<file path="src/sv/spbp_pkg.sv">
// ----------------------------------------------------------------------------
// spbp_pkg
// Shared widths, register indexes, reset values and defaults for the
// superpacket burst packer.
// ----------------------------------------------------------------------------
package spbp_pkg;

    // Field widths
    localparam int LEN_W     = 14;
    localparam int BUF_W     = 10;
    localparam int OFF_W     = 16;
    localparam int CNT_W     = 8;
    localparam int BURST_W   = 11;
    localparam int TOTAL_W   = 24;
    localparam int CFG_IDX_W = 3;
    localparam int CFG_DAT_W = 16;

    // Slot alignment (bytes, as a power of two)
    localparam int ALIGN_LOG2 = 3;

    // Saturation value of the running payload total
    localparam logic [TOTAL_W-1:0] PAYLOAD_MAX = '1;

    // Default header and minimum packet sizes
    localparam int HDR_BYTES_DEF = 16;
    localparam int MIN_BYTES_DEF = 60;

    // Configuration register indexes
    localparam logic [CFG_IDX_W-1:0] REG_SUPER_MODE  = 3'd0;
    localparam logic [CFG_IDX_W-1:0] REG_HDR_REGULAR = 3'd1;
    localparam logic [CFG_IDX_W-1:0] REG_SP_BYTES    = 3'd2;
    localparam logic [CFG_IDX_W-1:0] REG_SP_MAX_CNT  = 3'd3;
    localparam logic [CFG_IDX_W-1:0] REG_BURST_LIMIT = 3'd4;

    // Configuration reset values
    localparam logic                 RST_SUPER_MODE  = 1'b0;
    localparam logic                 RST_HDR_REGULAR = 1'b1;
    localparam logic [OFF_W-1:0]     RST_SP_BYTES    = 16'd8192;
    localparam logic [CNT_W-1:0]     RST_SP_MAX_CNT  = 8'd64;
    localparam logic [BURST_W-1:0]   RST_BURST_LIMIT = 11'd64;

endpackage

</file>
<file path="src/sv/superpacket_burst_packer_unit.sv">
// Path: input transaction into the input register, then the result into the result register.
// Throughput: one transaction per cycle while i_stall does not hold the result; the
// packing decision is combinational adds and compares plus a state update after the input register.
// Reset (i_rst_n low, synchronous): burst state cleared, pipeline emptied,
// configuration registers loaded with their default values.
// ----------------------------------------------------------------------------
// superpacket_burst_packer_unit
// Pads each packet length to a minimum size and assigns it a buffer slot by next-fit
// superpacket packing or one buffer per packet, or rejects it past the burst limit.
// ----------------------------------------------------------------------------
module superpacket_burst_packer_unit
    import spbp_pkg::*;
#(
    parameter int HDR_BYTES = HDR_BYTES_DEF,
    parameter int MIN_BYTES = MIN_BYTES_DEF
) (
    input  logic                 i_clk,
    input  logic                 i_rst_n,

    input  logic                 i_cfg_we,
    input  logic [CFG_IDX_W-1:0] i_cfg_index,
    input  logic [CFG_DAT_W-1:0] i_cfg_data,

    input  logic                 i_valid,
    output logic                 o_stall,
    input  logic [LEN_W-1:0]     i_packet_len,
    input  logic                 i_burst_end,

    output logic                 o_valid,
    input  logic                 i_stall,
    output logic [BUF_W-1:0]     o_buffer_index,
    output logic [OFF_W-1:0]     o_header_offset,
    output logic [OFF_W-1:0]     o_data_offset,
    output logic [LEN_W-1:0]     o_padded_len,
    output logic [LEN_W-1:0]     o_pad_len,
    output logic                 o_upscaled,
    output logic [TOTAL_W-1:0]   o_burst_payload_bytes,
    output logic                 o_rejected
);

    localparam int SLOT_MAX = (1 << LEN_W) - 1 + HDR_BYTES + (1 << ALIGN_LOG2) - 1;
    localparam int SLOT_W   = $clog2(SLOT_MAX + 1);
    localparam int FSUM_W   = ((SLOT_W > OFF_W) ? SLOT_W : OFF_W) + 1;

    localparam logic [LEN_W-1:0]  MIN_LEN   = LEN_W'(MIN_BYTES);
    localparam logic [OFF_W-1:0]  HDR_OFF   = OFF_W'(HDR_BYTES);
    localparam logic [SLOT_W-1:0] HDR_SLOT  = SLOT_W'(HDR_BYTES);
    localparam logic [SLOT_W-1:0] ALIGN_ADD = SLOT_W'((1 << ALIGN_LOG2) - 1);

    // Configuration registers
    logic               r_super_mode;
    logic               r_hdr_regular;
    logic [OFF_W-1:0]   r_sp_bytes;
    logic [CNT_W-1:0]   r_sp_max_cnt;
    logic [BURST_W-1:0] r_burst_limit;

    // Burst state
    logic [BUF_W-1:0]   r_cur_buf,   n_cur_buf;
    logic [OFF_W-1:0]   r_fill,      n_fill;
    logic [CNT_W-1:0]   r_cnt,       n_cnt;
    logic [BURST_W-1:0] r_pkts,      n_pkts;
    logic [TOTAL_W-1:0] r_total,     n_total;

    // Input register
    logic               r_s1_valid;
    logic [LEN_W-1:0]   r_s1_len;
    logic               r_s1_last;

    // Result register
    logic               r_out_valid;
    logic [BUF_W-1:0]   r_buf,   n_buf;
    logic [OFF_W-1:0]   r_hoff,  n_hoff;
    logic [OFF_W-1:0]   r_doff,  n_doff;
    logic [LEN_W-1:0]   r_padded, n_padded;
    logic [LEN_W-1:0]   r_pad,   n_pad;
    logic               r_up,    n_up;
    logic [TOTAL_W-1:0] r_tot_o, n_tot_o;
    logic               r_rej,   n_rej;

    logic in_fire;
    logic s1_fire;
    logic out_free;

    logic                c_up;
    logic [LEN_W-1:0]    c_padded;
    logic [TOTAL_W:0]    c_sum;
    logic [TOTAL_W-1:0]  c_total;
    logic [SLOT_W-1:0]   c_slot_raw;
    logic [SLOT_W-1:0]   c_slot;
    logic [FSUM_W-1:0]   c_fill_sum;
    logic                c_fits;
    logic [OFF_W-1:0]    c_hoff;

    // Handshake
    assign out_free = !r_out_valid || !i_stall;
    assign s1_fire  = r_s1_valid && out_free;
    assign o_stall  = r_s1_valid && !out_free;
    assign in_fire  = i_valid && !o_stall;

    // Write configuration registers
    always_ff @(posedge i_clk) begin
        if (!i_rst_n) begin
            r_super_mode  <= RST_SUPER_MODE;
            r_hdr_regular <= RST_HDR_REGULAR;
            r_sp_bytes    <= RST_SP_BYTES;
            r_sp_max_cnt  <= RST_SP_MAX_CNT;
            r_burst_limit <= RST_BURST_LIMIT;
        end else if (i_cfg_we) begin
            case (i_cfg_index)
                REG_SUPER_MODE:  r_super_mode  <= i_cfg_data[0];
                REG_HDR_REGULAR: r_hdr_regular <= i_cfg_data[0];
                REG_SP_BYTES:    r_sp_bytes    <= i_cfg_data[OFF_W-1:0];
                REG_SP_MAX_CNT:  r_sp_max_cnt  <= i_cfg_data[CNT_W-1:0];
                REG_BURST_LIMIT: r_burst_limit <= i_cfg_data[BURST_W-1:0];
                default: ;
            endcase
        end
    end

    // Capture the input transaction
    always_ff @(posedge i_clk) begin
        if (!i_rst_n) begin
            r_s1_valid <= 1'b0;
        end else if (in_fire) begin
            r_s1_valid <= 1'b1;
        end else if (s1_fire) begin
            r_s1_valid <= 1'b0;
        end
    end

    always_ff @(posedge i_clk) begin
        if (in_fire) begin
            r_s1_len  <= i_packet_len;
            r_s1_last <= i_burst_end;
        end
    end

    // Pad, size the slot and test the fit
    always_comb begin
        c_up       = r_s1_len < MIN_LEN;
        c_padded   = c_up ? MIN_LEN : r_s1_len;
        c_sum      = {1'b0, r_total} + (TOTAL_W + 1)'(c_padded);
        c_total    = c_sum[TOTAL_W] ? PAYLOAD_MAX : c_sum[TOTAL_W-1:0];
        c_slot_raw = HDR_SLOT + SLOT_W'(c_padded) + ALIGN_ADD;
        c_slot     = {c_slot_raw[SLOT_W-1:ALIGN_LOG2], {ALIGN_LOG2{1'b0}}};
        c_fill_sum = FSUM_W'(r_fill) + FSUM_W'(c_slot);
        c_fits     = (c_fill_sum <= FSUM_W'(r_sp_bytes)) && (r_cnt < r_sp_max_cnt);
        c_hoff     = c_fits ? r_fill : '0;
    end

    // Form the result and the next burst state
    always_comb begin
        n_cur_buf = r_cur_buf;
        n_fill    = r_fill;
        n_cnt     = r_cnt;
        n_pkts    = r_pkts;
        n_total   = r_total;

        n_buf    = '0;
        n_hoff   = '0;
        n_doff   = '0;
        n_padded = '0;
        n_pad    = '0;
        n_up     = 1'b0;
        n_rej    = 1'b0;

        if (r_pkts >= r_burst_limit) begin
            n_rej = 1'b1;
        end else begin
            n_padded = c_padded;
            n_pad    = c_padded - r_s1_len;
            n_up     = c_up;
            n_total  = c_total;
            n_pkts   = r_pkts + 1'b1;
            if (r_super_mode) begin
                if (c_fits) begin
                    n_fill = c_fill_sum[OFF_W-1:0];
                    n_cnt  = r_cnt + 1'b1;
                end else begin
                    if (r_cnt != '0) begin
                        n_cur_buf = r_cur_buf + 1'b1;
                    end
                    n_fill = OFF_W'(c_slot);
                    n_cnt  = CNT_W'(1);
                end
                n_buf  = n_cur_buf;
                n_hoff = c_hoff;
                n_doff = c_hoff + HDR_OFF;
            end else begin
                n_buf  = r_pkts[BUF_W-1:0];
                n_doff = r_hdr_regular ? HDR_OFF : '0;
            end
        end
        n_tot_o = n_total;

        // Drop all burst state after the last packet
        if (r_s1_last) begin
            n_cur_buf = '0;
            n_fill    = '0;
            n_cnt     = '0;
            n_pkts    = '0;
            n_total   = '0;
        end
    end

    // Advance burst state
    always_ff @(posedge i_clk) begin
        if (!i_rst_n) begin
            r_cur_buf <= '0;
            r_fill    <= '0;
            r_cnt     <= '0;
            r_pkts    <= '0;
            r_total   <= '0;
        end else if (s1_fire) begin
            r_cur_buf <= n_cur_buf;
            r_fill    <= n_fill;
            r_cnt     <= n_cnt;
            r_pkts    <= n_pkts;
            r_total   <= n_total;
        end
    end

    // Hold the result until the consumer takes it
    always_ff @(posedge i_clk) begin
        if (!i_rst_n) begin
            r_out_valid <= 1'b0;
        end else if (s1_fire) begin
            r_out_valid <= 1'b1;
        end else if (!i_stall) begin
            r_out_valid <= 1'b0;
        end
    end

    always_ff @(posedge i_clk) begin
        if (s1_fire) begin
            r_buf    <= n_buf;
            r_hoff   <= n_hoff;
            r_doff   <= n_doff;
            r_padded <= n_padded;
            r_pad    <= n_pad;
            r_up     <= n_up;
            r_tot_o  <= n_tot_o;
            r_rej    <= n_rej;
        end
    end

    assign o_valid               = r_out_valid;
    assign o_buffer_index        = r_buf;
    assign o_header_offset       = r_hoff;
    assign o_data_offset         = r_doff;
    assign o_padded_len          = r_padded;
    assign o_pad_len             = r_pad;
    assign o_upscaled            = r_up;
    assign o_burst_payload_bytes = r_tot_o;
    assign o_rejected            = r_rej;

`ifndef SYNTH
    // Burst state is empty after the last packet of a burst leaves the input register
    a_burst_clear: assert property (@(posedge i_clk) disable iff (!i_rst_n)
        (s1_fire && r_s1_last) |=>
            (r_pkts == '0 && r_total == '0 && r_fill == '0 && r_cnt == '0 && r_cur_buf == '0))
        else $error("burst state not cleared after last packet");

    // A rejected result carries no slot information
    a_reject_zero: assert property (@(posedge i_clk) disable iff (!i_rst_n)
        (o_valid && o_rejected) |->
            (o_buffer_index == '0 && o_padded_len == '0 && o_header_offset == '0))
        else $error("rejected result carries slot fields");

    // A packed packet in superpacket mode leaves a non-empty superpacket
    a_super_count: assert property (@(posedge i_clk) disable iff (!i_rst_n)
        (s1_fire && r_super_mode && !n_rej && !r_s1_last) |=> (r_cnt != '0))
        else $error("superpacket count empty after packing");
`endif

endmodule
</file>
<file path="config.mk">
export PLATFORM = sky130hd
export DESIGN_NAME = superpacket_burst_packer_unit
export DESIGN_NICKNAME = d
export VERILOG_FILES = /design/src/sv/spbp_pkg.sv /design/src/sv/superpacket_burst_packer_unit.sv
export SDC_FILE = /design/constraint.sdc
export NUM_CORES = 1
export LEC_CHECK = 0
export BUFFER_PORTS_ARGS = -buffer_cell sky130_fd_sc_hd__buf_2
export CAP_MARGIN = 20
export CELL_PAD_IN_SITES_DETAIL_PLACEMENT = 0
export CELL_PAD_IN_SITES_GLOBAL_PLACEMENT = 1
export CORE_ASPECT_RATIO = 0.6
export CORE_MARGIN = 1.5
export CORE_UTILIZATION = 41
export CTS_BUF_LIST = sky130_fd_sc_hd__clkbuf_8
export DETAILED_ROUTE_END_ITERATION = 6
export GPL_ROUTABILITY_DRIVEN = 0
export GPL_TIMING_DRIVEN = 0
export PLACE_DENSITY_LB_ADDON = 0.2
export SLEW_MARGIN = 20
export SYNTH_ARGS = -nofsm -noshare
export SYNTH_HDL_FRONTEND = slang
export SYNTH_SLANG_ARGS = --single-unit
export TNS_END_PERCENT = 30
</file>
<file path="constraint.sdc">
create_clock -name i_clk -period 8.9 [get_ports i_clk]
set_clock_uncertainty 0.2 [all_clocks]
set_input_delay 1.78 -clock i_clk [delete_from_list [all_inputs] [get_ports i_clk]]
set_output_delay 1.78 -clock i_clk [all_outputs]
set_load 0.02 [all_outputs]
</file>
# == Word level (Yosys, flattened, before mapping) ==
# Cells that the tools add are included.
# classes
order_cmp,4
n_bitwise,1
eq_ne,6
muxes,28
add_sub_neg,9
n_reduce_logical,21
# ops
operator,count
16-bit two-way mux,6
24-bit two-way mux,3
10-bit two-way mux,6
8-bit two-way mux,4
24-bit by 14-bit adder with 25-bit output,1
11-bit two-way mux,2
16-bit by 15-bit adder with 17-bit output,1
17-bit by 16-bit <= comparator with 1-bit output,1
16-bit by 5-bit adder with 16-bit output (second input constant),1
15-bit by 3-bit adder with 15-bit output (second input constant),1
5-bit by 14-bit adder with 15-bit output (first input constant),1
14-bit by 6-bit < comparator with 1-bit output (second input constant),1
14-bit two-way mux,1
14-bit subtractor,1
2-bit AND reduction,6
11-bit by 1-bit adder with 11-bit output (second input constant),1
11-bit greater-or-equal comparator,1
10-bit by 1-bit adder with 10-bit output (second input constant),1
8-bit by 1-bit adder with 8-bit output (second input constant),1
8-bit < comparator,1
8-bit nonzero test,1
3-bit by 2-bit == test with 1-bit output (second input constant),2
1-bit two-way mux,5
5-bit two-way mux,1
12 further kinds,19
# totals
elab_cells,91
regBits,219

# == Longest topological paths before layout ==
# Gate-level depths: netlist of the first run.
# logic_depth
ltp_word,11
mapped_depth,28

# == Least setup slack after synthesis of the first run ==
# No wires, ideal clock.
# synth_path
path_type,input port to flip-flop
from,in i_stall
to,reg r_cnt[2]
setup_ns,0.104
slack_ns,2.754
path_stages,7
path_buffers,2
arrival_ns,5.842
path_cell_list,nand2_1 > nand2_1 > buf_2 > inv_1 > clkbuf_1 > o21ai_1 > o32ai_1
# synth_via
elab_chain_cells,4
# synth_rtl
item,line,rtl
start: declaration,superpacket_burst_packer_unit.sv:30,"input logic i_stall,"
1-bit logical NOT,n/a,
1-bit logical OR,superpacket_burst_packer_unit.sv:95,assign out_free = !r_out_valid || !i_stall;
1-bit logical AND,superpacket_burst_packer_unit.sv:96,assign s1_fire = r_s1_valid && out_free;
named net s1_fire,superpacket_burst_packer_unit.sv:81,logic s1_fire;
3-bit AND reduction (no line),n/a,
end signal: assignment,superpacket_burst_packer_unit.sv:217,r_cnt <= n_cnt;
end: declaration,superpacket_burst_packer_unit.sv:60,"logic [CNT_W-1:0] r_cnt, n_cnt;"
# The timed path passes the listed nets, and every way through them passes these cells.
# A chain may end at the register's enable or synchronous reset.

# == Worst setup path in the final report of the first run ==
# layout_path
from,reg r_s1_len[9]
to,"reg r_doff[8] (netlist: o_data_offset[8]), data pin"
# layout_via
elab_chain_cells,10
# layout_rtl
item,line,rtl
start: declaration,superpacket_burst_packer_unit.sv:66,logic [LEN_W-1:0] r_s1_len;
start signal: assignment,superpacket_burst_packer_unit.sv:133,r_s1_len <= i_packet_len;
14-bit by 6-bit < comparator with 1-bit output,superpacket_burst_packer_unit.sv:140,c_up = r_s1_len < MIN_LEN;
14-bit two-way mux (*),superpacket_burst_packer_unit.sv:141,c_padded = c_up ? MIN_LEN : r_s1_len;
5-bit by 14-bit adder with 15-bit output (*),superpacket_burst_packer_unit.sv:144,c_slot_raw = HDR_SLOT + SLOT_W'(c_padded) + ALIGN_ADD;
15-bit by 3-bit adder with 15-bit output (*),superpacket_burst_packer_unit.sv:144,
16-bit by 15-bit adder with 17-bit output (*),superpacket_burst_packer_unit.sv:146,c_fill_sum = FSUM_W'(r_fill) + FSUM_W'(c_slot);
17-bit by 16-bit <= comparator with 1-bit output (*),superpacket_burst_packer_unit.sv:147,c_fits = (c_fill_sum <= FSUM_W'(r_sp_bytes)) && (r_cnt < r_sp_max_cnt);
1-bit logical AND (*),superpacket_burst_packer_unit.sv:147,
16-bit two-way mux (*),superpacket_burst_packer_unit.sv:148,c_hoff = c_fits ? r_fill : '0;
named net c_hoff[5],superpacket_burst_packer_unit.sv:92,logic [OFF_W-1:0] c_hoff;
16-bit by 5-bit adder with 16-bit output (*),superpacket_burst_packer_unit.sv:188,n_doff = c_hoff + HDR_OFF;
16-bit two-way mux (*),superpacket_burst_packer_unit.sv:175,if (r_super_mode) begin
end signal: assignment,superpacket_burst_packer_unit.sv:238,r_doff <= n_doff;
end: declaration,superpacket_burst_packer_unit.sv:73,"logic [OFF_W-1:0] r_doff, n_doff;"
# The timed path passes the listed nets; every way through them passes the cells marked *.

==> qor.yml, run 1 <==
outcome:
  outcome: "complete, no violations"
sta:
  fin_crit_ns: 7.03
  clock.fmax_mhz: 142
  fin_crit_sh: 0.789
  hold_violations: 0
  tightest_slew_ns: 0.783
  tns_ns: 0
  rsz0062_at_grt: "false"
  max-slew-margin-rel: 0.475
  setup_violations: 0
  drv_slew: 0
global_route:
  grt_pass1_wl_mm: 49.7
  grt-ovfl-total: 0
  grt_pass1_vias: 8414
  track_usage: 0.231
  antenna_found_initial: 1
  grt_max_degree: 54
floorplan:
  io_pins: 137
  initial_core_util: 0.420
  fp.coreArea_um2: 26500
  die_h_um: 131
  placementRows: 46
  die_x_um: 216
  die_area_um2: 28200
critical_path:
  required_ns: 8.99
  crit_start: "r_s1_len[9]"
  worstPathMaxFanout: 10
  r2r-start: "r_s1_len[9]"
  worstSetupPathType: "flip-flop to flip-flop"
  critPathMaxStageDelay_ns: 0.54
  cp_common_cell: "ha_1"
  reg2reg_depth: 26
  endpoint_kind: "flip-flop"
  arrival_ns: 7.12
  crit_slowest_cell: "edfxtp_1"
  worstSetupStartpointType: "flip-flop"
layout:
  final_area_um2: 13000
  drive_gt1_frac: 0.172
  area_growth_pct: 16.6
  nets: 1445
  diodes: 0
  multiInputGateArea_um2: 5360
  seqCellArea_um2: 5260
  fillers: 2522
synthesis:
  yosys_warnings: 0
  yosysTopAreaCell: "edfxtp_1"
  synthFlopType: "edfxtp_1"
  synth_seq_cells: 210
  netlist_area_um2: 11100
  synth-edff-count: 105
  synth_top_area_frac: 0.283
  syn_area_per_cell_um2: 9.58
  netlist_instances: 1162
  yosysSeqAreaShare: 0.472
  synth_cell_type_count: 71
  async_reset_ff_frac: 0
  synth.area.top_cells: "edfxtp_1 (28%), dfxtp_1 (19%), ha_1 (7.1%)"
drt:
  wirelength_mm: 33.0
  drtPass1Iterations: 5
  vias: 9417
  antenna_left: 0
  via_per_inst: 5.46
  drc_errors: 0
  drt-initial-drc-count: 841
  wire_per_inst_um: 19.2
pwr:
  seqPwrFrac: 0.493
  peakVddDrop_v: 0.0000634
  power.share.clock: 0.379
  swShare: 0.280
  power_density_nw_per_um2: 168
  p_leak_nw: 5.13
  p_sw_uw: 608
  power_frac_comb: 0.128
  p_int_mw: 1.57
worst_hold_path:
  hold_path_depth: 2
  min_from: "r_sp_max_cnt[0]"
  hp-class: "flip-flop to flip-flop"
place:
  place_hpwl_mm: 24.5
  dpl_cell_area_um2: 12300
  port_buffers: 136
job:
  max_cap_viol_count: 0
cts:
  numClockSinks: 210
  insertion_delay_ns: 0.54
  cts_root_buf: "clkbuf_8"
  cts_setup_buffers: 0
  cts_tree: "done"
  clk_pin_slew_ns: 0.06
  cts_buffers: 35
  post_cts_resized: 0
  h-tree-depth: 2
  cts_hold_buf: 0
  clk_path_buf_depth: 3
## power by group through the flow
stage	sequential (mW)	combinational, mW	clock [mW]
after global routing	1.07	0.305	0.889
final	1.07	0.280	0.825
after CTS	1.07	0.278	0.845
after detailed placement	1.09	0.277	0
after global placement	1.10	0.271	0
after floorplan	1.12	0.156	0
## kinds of logic (layout without fill, tap and decap cells)
| kind of cell | count (synthesis) | in the layout | share of synthesized area |
|---|---|---|---|
| mux | 20 | 20 | 0.0185 |
| compound gates | 295 | 295 | 0.174 |
| xor+xnor | 46 | 46 | 0.0362 |
| other cells | 1 | 5 | 0.000337 |
| flops | 210 | 210 | 0.472 |
| simple gates | 397 | 397 | 0.176 |
| fa+ha+maj | 65 | 65 | 0.0744 |
| buf+inv | 128 | 327 | 0.0487 |
## final cells by class
class	instances	area share
multi-input combinational	828	0.413
sequential	210	0.405
timing repair buffer	138	0.0557
clock buffer	38	0.0403
tap	360	0.0347
buffer	64	0.0235
inverter	64	0.0185
clock inverter	23	0.00926
## synth_stat cells (all sizes together) (26+ instances only)
| cell type | count |
|---|---|
| nand3 | 35 |
| a21oi | 91 |
| o21ai | 61 |
| ha | 63 |
| nor3 | 26 |
| nor2 | 82 |
| nand2 | 133 |
| edfxtp | 105 |
| inv | 64 |
| xnor2 | 26 |
| and3 | 33 |
| clkbuf | 41 |
| dfxtp | 105 |
## layer usage
layer  routed length, µm  vias up  GRT usage
li1                    -     4602          -
met1               17300     4431      0.367
met2               12300      327      0.302
met3                2920       55     0.0604
met4                 547        2     0.0568
met5                  13        -          0
## stage by stage
| stage | hold slack, ns | total power, mW | utilization | std cells | setup slack, ns |
|---|---|---|---|---|---|
| 6_report | 0.254 | 2.18 | 0.489 | 1725 | 1.87 |
| 5_1_grt | 0.271 | 2.27 | 0.489 | 1725 | 1.27 |
| 4_1_cts | 0.257 | 2.19 | 0.489 | 1725 | 1.89 |
| 3_5_place_dp | 0.249 | 1.37 | 0.465 | 1664 | 1.94 |
| 3_3_place_gp | 0.244 | 1.37 | 0.463 | 1662 | 0.205 |
| 2_1_floorplan | 0.236 | 1.27 | - | 1166 | 2.75 |
## sequential cells by signal, indices dropped and copies added (netlist names), 8 cells and up
name                   flops
r_cnt                      8
o_burst_payload_bytes     24
o_padded_len              14
o_pad_len                 14
r_total                   24
r_sp_max_cnt               8
o_buffer_index            10
r_sp_bytes                16
r_burst_limit             11
r_pkts                    11
o_data_offset             12
r_fill                    13
o_header_offset           14
r_cur_buf                 10
r_s1_len                  14
## worst max-delay path, delay by kind of cell, from the launching register on
kind | cells | cell delay [ns]
AOI/OAI and AO/OA | 9 | 2.16
xor gates and xnor gates | 2 | 0.37
adders and majority gates | 4 | 1.28
buffers and inverters | 4 | 0.87
DFF | 1 | 0.54
and+or+nand+nor | 7 | 1.33
## path summary, 6_finish.rpt
| path | slack, ns | end |
|---|---|---|
| max | 1.87 | o_data_offset[8] |
| min | 0.25 | r_sp_max_cnt[0] |
| max reg2reg | 1.87 | o_data_offset[8] |
| min reg2reg | 0.25 | r_sp_max_cnt[0] |
## layout by cell type, fill, tap and decap left out, drive strengths merged, types with 5 or more instances in the layout
cell / netlist / final
o32ai: 8 / 8
xnor2: 26 / 26
or4: 7 / 7
dfxtp: 105 / 105
nand3: 35 / 35
buf: 23 / 161
a21oi: 91 / 91
or3: 8 / 8
and2: 23 / 23
a31oi: 24 / 24
clkbuf: 41 / 79
inv: 64 / 79
clkinv: 0 / 6
mux2i: 15 / 15
xor2: 20 / 20
nand4: 16 / 16
a22o: 12 / 12
o211ai: 10 / 10
ha: 63 / 63
a21o: 22 / 22
edfxtp: 105 / 105
a211oi: 15 / 15
nand2: 133 / 133
conb: 1 / 5
o21ai: 61 / 61
and3: 33 / 33
nor2: 82 / 82
o31ai: 9 / 9
nor2b: 5 / 5
and4: 8 / 8
a41oi: 6 / 6
nor3: 26 / 26
mux2: 5 / 5
nand2b: 6 / 6
nor4: 7 / 7
Note: power is estimated with default switching activity, not from simulation.
==> run 2: changes to the inputs <==
Settings changed: ABC_AREA from default to 1.
Clock period 8.9 ns to 5.8 ns, I/O delays scaled along.
==> run 2 against run 1 <==
  * Clock power rose by 66%
  * Area after synthesis rose by 3.7%
  * Worst setup slack got worse by 1.6 ns
  * Count of clock-buffer cells in the layout did not move
  * Via count rose by 6.0%
  * Sequential power rose by 53%
  * Worst hold slack improved by 0.0083 ns
  * Synthesized cell count rose by 21%
  * Combinational power rose by 79%
  * Fmax rose by 28%
  * Non-clock buffer count rose by 19
  * Critical path depth rose by 9
==> qor.yml, run 2 <==
outcome:
  outcome: "complete, no violations"
cts:
  cts_hold_buf: 0  # unchanged
  cts_root_buf: "clkbuf_8"
  cts_buffers: 35  # unchanged
  insertion_delay_ns: 0.54  # about the same
  clk_path_buf_depth: 3  # unchanged
  numClockSinks: 210  # unchanged
  h-tree-depth: 2  # unchanged
  clk_pin_slew_ns: 0.06  # about the same
  cts_tree: "done"
critical_path:
  worst-path-stages: 35  # +35%
  arrival_ns: 5.55  # -1.57 ns
  crit_slowest_cell: "edfxtp_1"
  critPathMaxStageDelay_ns: 0.48  # -0.06 ns
  worstSetupPathType: "flip-flop to flip-flop"
  reg2reg_depth: 35  # +35%
  cp_top_family: "simple AND/OR/NAND/NOR gates"
  cp_common_cell: "nand2_1"
  r2r-start: "r_s1_len[10]"
  crit_start: "r_s1_len[10]"
  required_ns: 5.86  # -3.13 ns
  worst-path-buf-inv: 7  # +3
  endpoint_kind: "flip-flop"
  r2r_setup_slack_ns: 0.31  # -1.57 ns
  worstPathMaxFanout: 7  # -3
  worstReg2RegEnd: "o_data_offset[10]"
  worstSetupStartpointType: "flip-flop"
  cp-endpoint: "o_data_offset[10]"
worst_hold_path:
  hp-class: "flip-flop to flip-flop"
layout:
  postLayoutCoreUtil: 0.503  # +0.0142
  final_common_cell: "nand2_1"
  area_growth_pct: 20.5
  fillers: 2758  # +9.4%
  diodes: 0  # unchanged
  final_cell_mix: "nand2_1 (276), inv_1 (186), a21oi_1 (154)"
  nets: 1721  # +19%
  drive_gt1_frac: 0.206  # +0.0336
  layout.cells.non_filler: 2010  # +17%
global_route:
  grt_max_degree: 30  # -44%
  track_usage: 0.226  # -0.00524
  grt_pass1_wl_mm: 51.1  # +2.9%
  grt_pass1_vias: 9162  # +8.9%
  grt-ovfl-total: 0  # unchanged
  antenna_found_initial: 1  # unchanged
job:
  max_cap_viol_count: 0  # unchanged
drt:
  wirelength_mm: 32.9  # -0.44%
  antenna_left: 0  # unchanged
  vias: 9982  # +6.0%
  drtPass1Iterations: 7  # +2
  wire_per_inst_um: 16.4  # -15%
  drt-initial-drc-count: 814  # -3.2%
  drc_errors: 0  # unchanged
  via_per_inst: 4.97  # -9.0%
sta:
  fin_crit_ns: 5.49  # -1.53 ns
  tightest_slew_ns: 0.893  # +0.110 ns
  max-slew-margin-rel: 0.403  # -0.0726
  fin_crit_sh: 0.947  # +0.157
  hold_violations: 0  # unchanged
  clock.fmax_mhz: 182  # +28%
  setup_violations: 0  # unchanged
  drv_slew: 0  # unchanged
  finalWorstSetupSlack_ns: 0.308  # -1.57 ns
  tns_ns: 0  # unchanged
synthesis:
  synth_top_area_frac: 0.273  # -0.0100
  yosys_warnings: 0  # unchanged
  async_reset_ff_frac: 0  # unchanged
  synth.most_common_cell: "nand2_1"
  netlist_area_um2: 11500  # +3.7%
  yosysSeqAreaShare: 0.455  # -0.0167
  yosysTopAreaCell: "edfxtp_1"
  synth_cell_type_count: 55  # -23%
  synth-edff-count: 105  # unchanged
  ys_top_cells_by_count: "nand2_1 (280), inv_1 (180), a21oi_1 (157), nor2_1 (110)"
  netlist_instances: 1409  # +21%
  syn_area_per_cell_um2: 8.19  # -14%
  synth.area.top_cells: "edfxtp_1 (27%), dfxtp_1 (18%), nand2_1 (9.1%)"
  synth_seq_cells: 210  # unchanged
  synthFlopType: "edfxtp_1"
place:
  place_inst: 1918  # +15%
  place_hpwl_mm: 24.7  # +0.81%
  dp_slack_ns: -0.714  # -2.65 ns
  port_buffers: 135  # -0.74%
floorplan:
  die_area_um2: 29200  # +3.6%
  placementRows: 47  # +2.2%
  fp.coreArea_um2: 27600  # +4.2%
  initial_core_util: 0.418  # -0.00199
  io_pins: 137  # unchanged
  die_h_um: 133  # +1.8%
  die_x_um: 220  # +1.8%
pwr:
  power_density_nw_per_um2: 253  # +51%
  p_leak_nw: 5.91  # +15%
  peakVddDrop_v: 0.000148  # +130%
-- run 2: changes by cell type in the layout (fill, tap and decap cells not counted), sizes merged, moves of 22 or more --
cell	change
nand2	+164
and3	-32
nor2	+40
nand3	+24
a21oi	+71
o21ai	+28
buf	+27
and2	-22
inv	+119
-- run 2: per-stage QoR --
step | total power, mW | cell area, µm² | hold WS, ns
after floorplan | 1.97 | 11600 | 0.235
after detailed placement | 2.13 | 12800 | 0.255
final | 3.51 | 13900 | 0.262
after global routing | 3.66 | 13900 | 0.280
after global placement | 2.12 | 12700 | 0.250
after CTS | 3.51 | 13600 | 0.264
-- run 2: kinds of logic (layout without fill, tap and decap cells) --
| group | count (synthesis) | after routing | share of synthesized area |
|---|---|---|---|
| AOI/OAI and AO/OA | 297 | 297 | 0.142 |
| xor gates and xnor gates | 39 | 39 | 0.0296 |
| adders and majority gates | 65 | 65 | 0.0718 |
| buffers and inverters | 247 | 477 | 0.0855 |
| DFF | 210 | 210 | 0.455 |
| other | 1 | 5 | 0.000325 |
| and+or+nand+nor | 550 | 550 | 0.215 |
-- run 2: repair_timing --
item | CTS | global route
setup buffers | 12 | 18
gates resized for setup | 14 | 34
pin swaps | 3 | 13
hold endpoints to repair | 0 | 0
gates cloned | 0 | 0
endpoints found under the setup margin | 6 | 4
-- run 2: worst min-delay path, cell delays in order (launching register included) --
cell     delay (ns)
dfxtp_1        0.30
inv_1          0.07
a21oi_1        0.06
-- run 2: layout make-up --
type | count | area, µm² | share of cell area
sequential | 210 | 5260 | 0.378
buffer | 53 | 265 | 0.0191
inverter | 193 | 731 | 0.0525
timing repair buffer | 168 | 968 | 0.0696
multi-input combinational | 956 | 5530 | 0.397
clock buffer | 38 | 523 | 0.0376
tap | 367 | 459 | 0.0330
clock inverter | 25 | 181 | 0.0130
-- run 2: routing by layer --
layer  global-route usage  vias up  wire [µm]
met5                    0        -          0
met4               0.0522        0        544
met2                0.293      307      12300
met1                0.375     4536      17700
li1                     -     5093          -
met3               0.0411       46       2450
-- run 2: where the power goes --
group	internal (mW)	switching, mW
logic	0.168	0.334
clock network	0.740	0.628
registers	1.62	0.0247
-- run 2: worst min path at each step --
stage,depth (start not counted),start,endpoint
6_report,2,r_sp_max_cnt[5],r_sp_max_cnt[5]
5_1_grt,2,r_burst_limit[7],r_burst_limit[7]
4_1_cts,2,r_burst_limit[9],r_burst_limit[9]
3_5_place_dp,2,r_cur_buf[8],r_cur_buf[8]
3_3_place_gp,2,r_sp_bytes[4],r_sp_bytes[4]
2_1_floorplan,2,r_burst_limit[1],r_burst_limit[1]
==> run 3: changes to the inputs <==
Settings changed: BUFFER_PORTS_ARGS -buffer_cell sky130_fd_sc_hd__buf_2 to default, DONT_BUFFER_PORTS from default to 1, SLEW_MARGIN 20 to default.
==> run 3 against run 2 <==
  * Critical path depth decreased by 1
  * Sequential power rose by 3%
  * Global-route usage is 0.10 points lower
  * Largest power group unchanged
  * Total power down 2.4%
  * Sequential cell count did not move
  * Sequential share of layout area up 1.9 points
  * Die area stayed put
==> qor.yml, run 3 (synthesized netlist as in run 2, its figures left out) <==
critical_path:
  worstPathMaxFanout: 5  # -2
  r2r-start: "r_s1_len[5]"
  worstSetupPathType: "flip-flop to flip-flop"
  arrival_ns: 5.55  # about the same
  endpoint_kind: "flip-flop"
  cp_common_cell: "nand2_1"
  critPathMaxStageDelay_ns: 0.46  # -0.02 ns
  crit_start: "r_s1_len[5]"
  required_ns: 5.88  # +0.02 ns
  crit_slowest_cell: "edfxtp_1"
  worstSetupStartpointType: "flip-flop"
pwr:
  p_total_mw: 3.43  # -2.4%
  power_density_nw_per_um2: 259  # +2.7%
  p_leak_nw: 5.39  # -8.7%
  peakVddDrop_v: 0.000164  # +11%
cts:
  cts_buffers: 36  # +2.9%
  cts_tree: "done"
  cts_hold_buf: 0  # unchanged
  insertion_delay_ns: 0.57  # +0.03 ns
  numClockSinks: 210  # unchanged
  cts_root_buf: "clkbuf_8"
  h-tree-depth: 2  # unchanged
  clk_pin_slew_ns: 0.06  # about the same
  clk_path_buf_depth: 3  # unchanged
drt:
  drc_errors: 0  # unchanged
  drt-initial-drc-count: 826  # +1.5%
  wirelength_mm: 33.0  # +0.19%
  via_per_inst: 5.12  # +3.2%
  dr.max_layer_used: "met4"
  vias: 9639  # -3.4%
  drtPass1Iterations: 5  # -2
  route.met3.wl_mm: 2.65  # +8.1%
  dr_wl_met2_mm: 12.4  # +1.3%
  antenna_left: 0  # unchanged
  wire_per_inst_um: 17.5  # +7.1%
  drt-met1-wl_mm: 17.5  # -0.97%
outcome:
  outcome: "complete, no violations"
layout:
  nets: 1589  # -7.7%
  final_cell_mix: "nand2_1 (276), inv_1 (191), a21oi_1 (151)"
  final_common_cell: "nand2_1"
  fillers: 2762  # +0.15%
  area_growth_pct: 14.6
  drive_gt1_frac: 0.137  # -0.0689
sta:
  drv_slew: 0  # unchanged
  holdWs_ns: 0.262  # +0.000265 ns
  setup_violations: 0  # unchanged
  clock.fmax_mhz: 183  # +0.28%
  fin_crit_ns: 5.48  # -0.0156 ns
  tightest_slew_ns: 0.855  # -0.0374 ns
  hold_violations: 0  # unchanged
  max-slew-margin-rel: 0.428  # +0.0250
  fin_crit_sh: 0.944  # -0.00269
  finalWorstSetupSlack_ns: 0.323  # +0.0156 ns
job:
  max_cap_viol_count: 0  # unchanged
place:
  port_buffers: 0  # -100%
  dp_slack_ns: -0.745  # -0.0302 ns
  place_hpwl_mm: 24.6  # -0.41%
floorplan:
  die_area_um2: 29200  # unchanged
  fp.coreArea_um2: 27600  # unchanged
  die_x_um: 220  # unchanged
  die_h_um: 133  # unchanged
  placementRows: 47  # unchanged
  io_pins: 137  # unchanged
  initial_core_util: 0.418  # unchanged
global_route:
  antenna_found_initial: 2  # +1
  grt_max_degree: 35  # +17%
  grt_pass1_wl_mm: 50.5  # -1.2%
  track_usage: 0.225  # -0.00101
  grt_pass1_vias: 8750  # -4.5%
  grt-ovfl-total: 0  # unchanged
worst_hold_path:
  hp-class: "flip-flop to flip-flop"
  min_from: "r_burst_limit[9]"
run 3: path summary, 6_finish.rpt:
path	slack, ns	end	cells after the start
worst max-delay path	0.32	o_data_offset[14]	34
worst min-delay path	0.26	r_burst_limit[9]	2
worst max register to register	0.32	o_data_offset[14]	34
worst min register to register	0.26	r_burst_limit[9]	2
run 3: metal layers:
| metal | up-vias | track usage |
|---|---|---|
| li1 | 4843 | - |
| met1 | 4465 | 0.366 |
| met2 | 289 | 0.285 |
| met3 | 42 | 0.0600 |
| met4 | 0 | 0.0525 |
| met5 | - | 0 |
run 3: metrics by stage:
| stage | area (µm²) | TNS (ns) | std cells | util |
|---|---|---|---|---|
| 2_1_floorplan | 11600 | 0 | 1413 | - |
| 3_3_place_gp | 12000 | -101.39 | 1780 | 0.435 |
| 3_5_place_dp | 12100 | -2.70 | 1783 | 0.437 |
| 4_1_cts | 12900 | 0 | 1861 | 0.467 |
| 5_1_grt | 13200 | -0.232 | 1880 | 0.478 |
| 6_report | 13200 | 0 | 1881 | 0.479 |
run 3: final cells by class:
cell class	instances	area [µm²]	area share
Multi-Input combinational cell	956	5510	0.417
Sequential cell	210	5260	0.397
Inverter	193	731	0.0552
Clock buffer	41	564	0.0427
Tap cell	367	459	0.0347
Timing Repair Buffer	35	300	0.0227
Buffer	53	265	0.0201
Clock inverter	25	139	0.0105
Antenna cell	1	2.50	0.000189
run 3: report_power, final:
part / switching [mW] / total (mW) / internal (mW)
combinational: 0.275 / 0.410 / 0.135
clock: 0.635 / 1.33 / 0.695
sequential: 0.0677 / 1.69 / 1.62
run 3: worst max-delay path, delay by kind of cell (launching register included):
kind                       cells  cell delay (ns)
and+or+nand+nor               18             1.99
adders and majority gates      4             1.09
buffers and inverters          7             0.74
AOI/OAI and AO/OA              4             0.51
DFF                            1             0.46
xor gates and xnor gates       1             0.21
run 3: what timing repair did:
| action | in CTS | in global routing |
|---|---|---|
| cloned | 0 | 0 |
| endpoints found under the setup margin | 6 | 5 |
| buffers inserted | 12 | 20 |
| pin swaps | 3 | 13 |
| resized for setup | 15 | 38 |
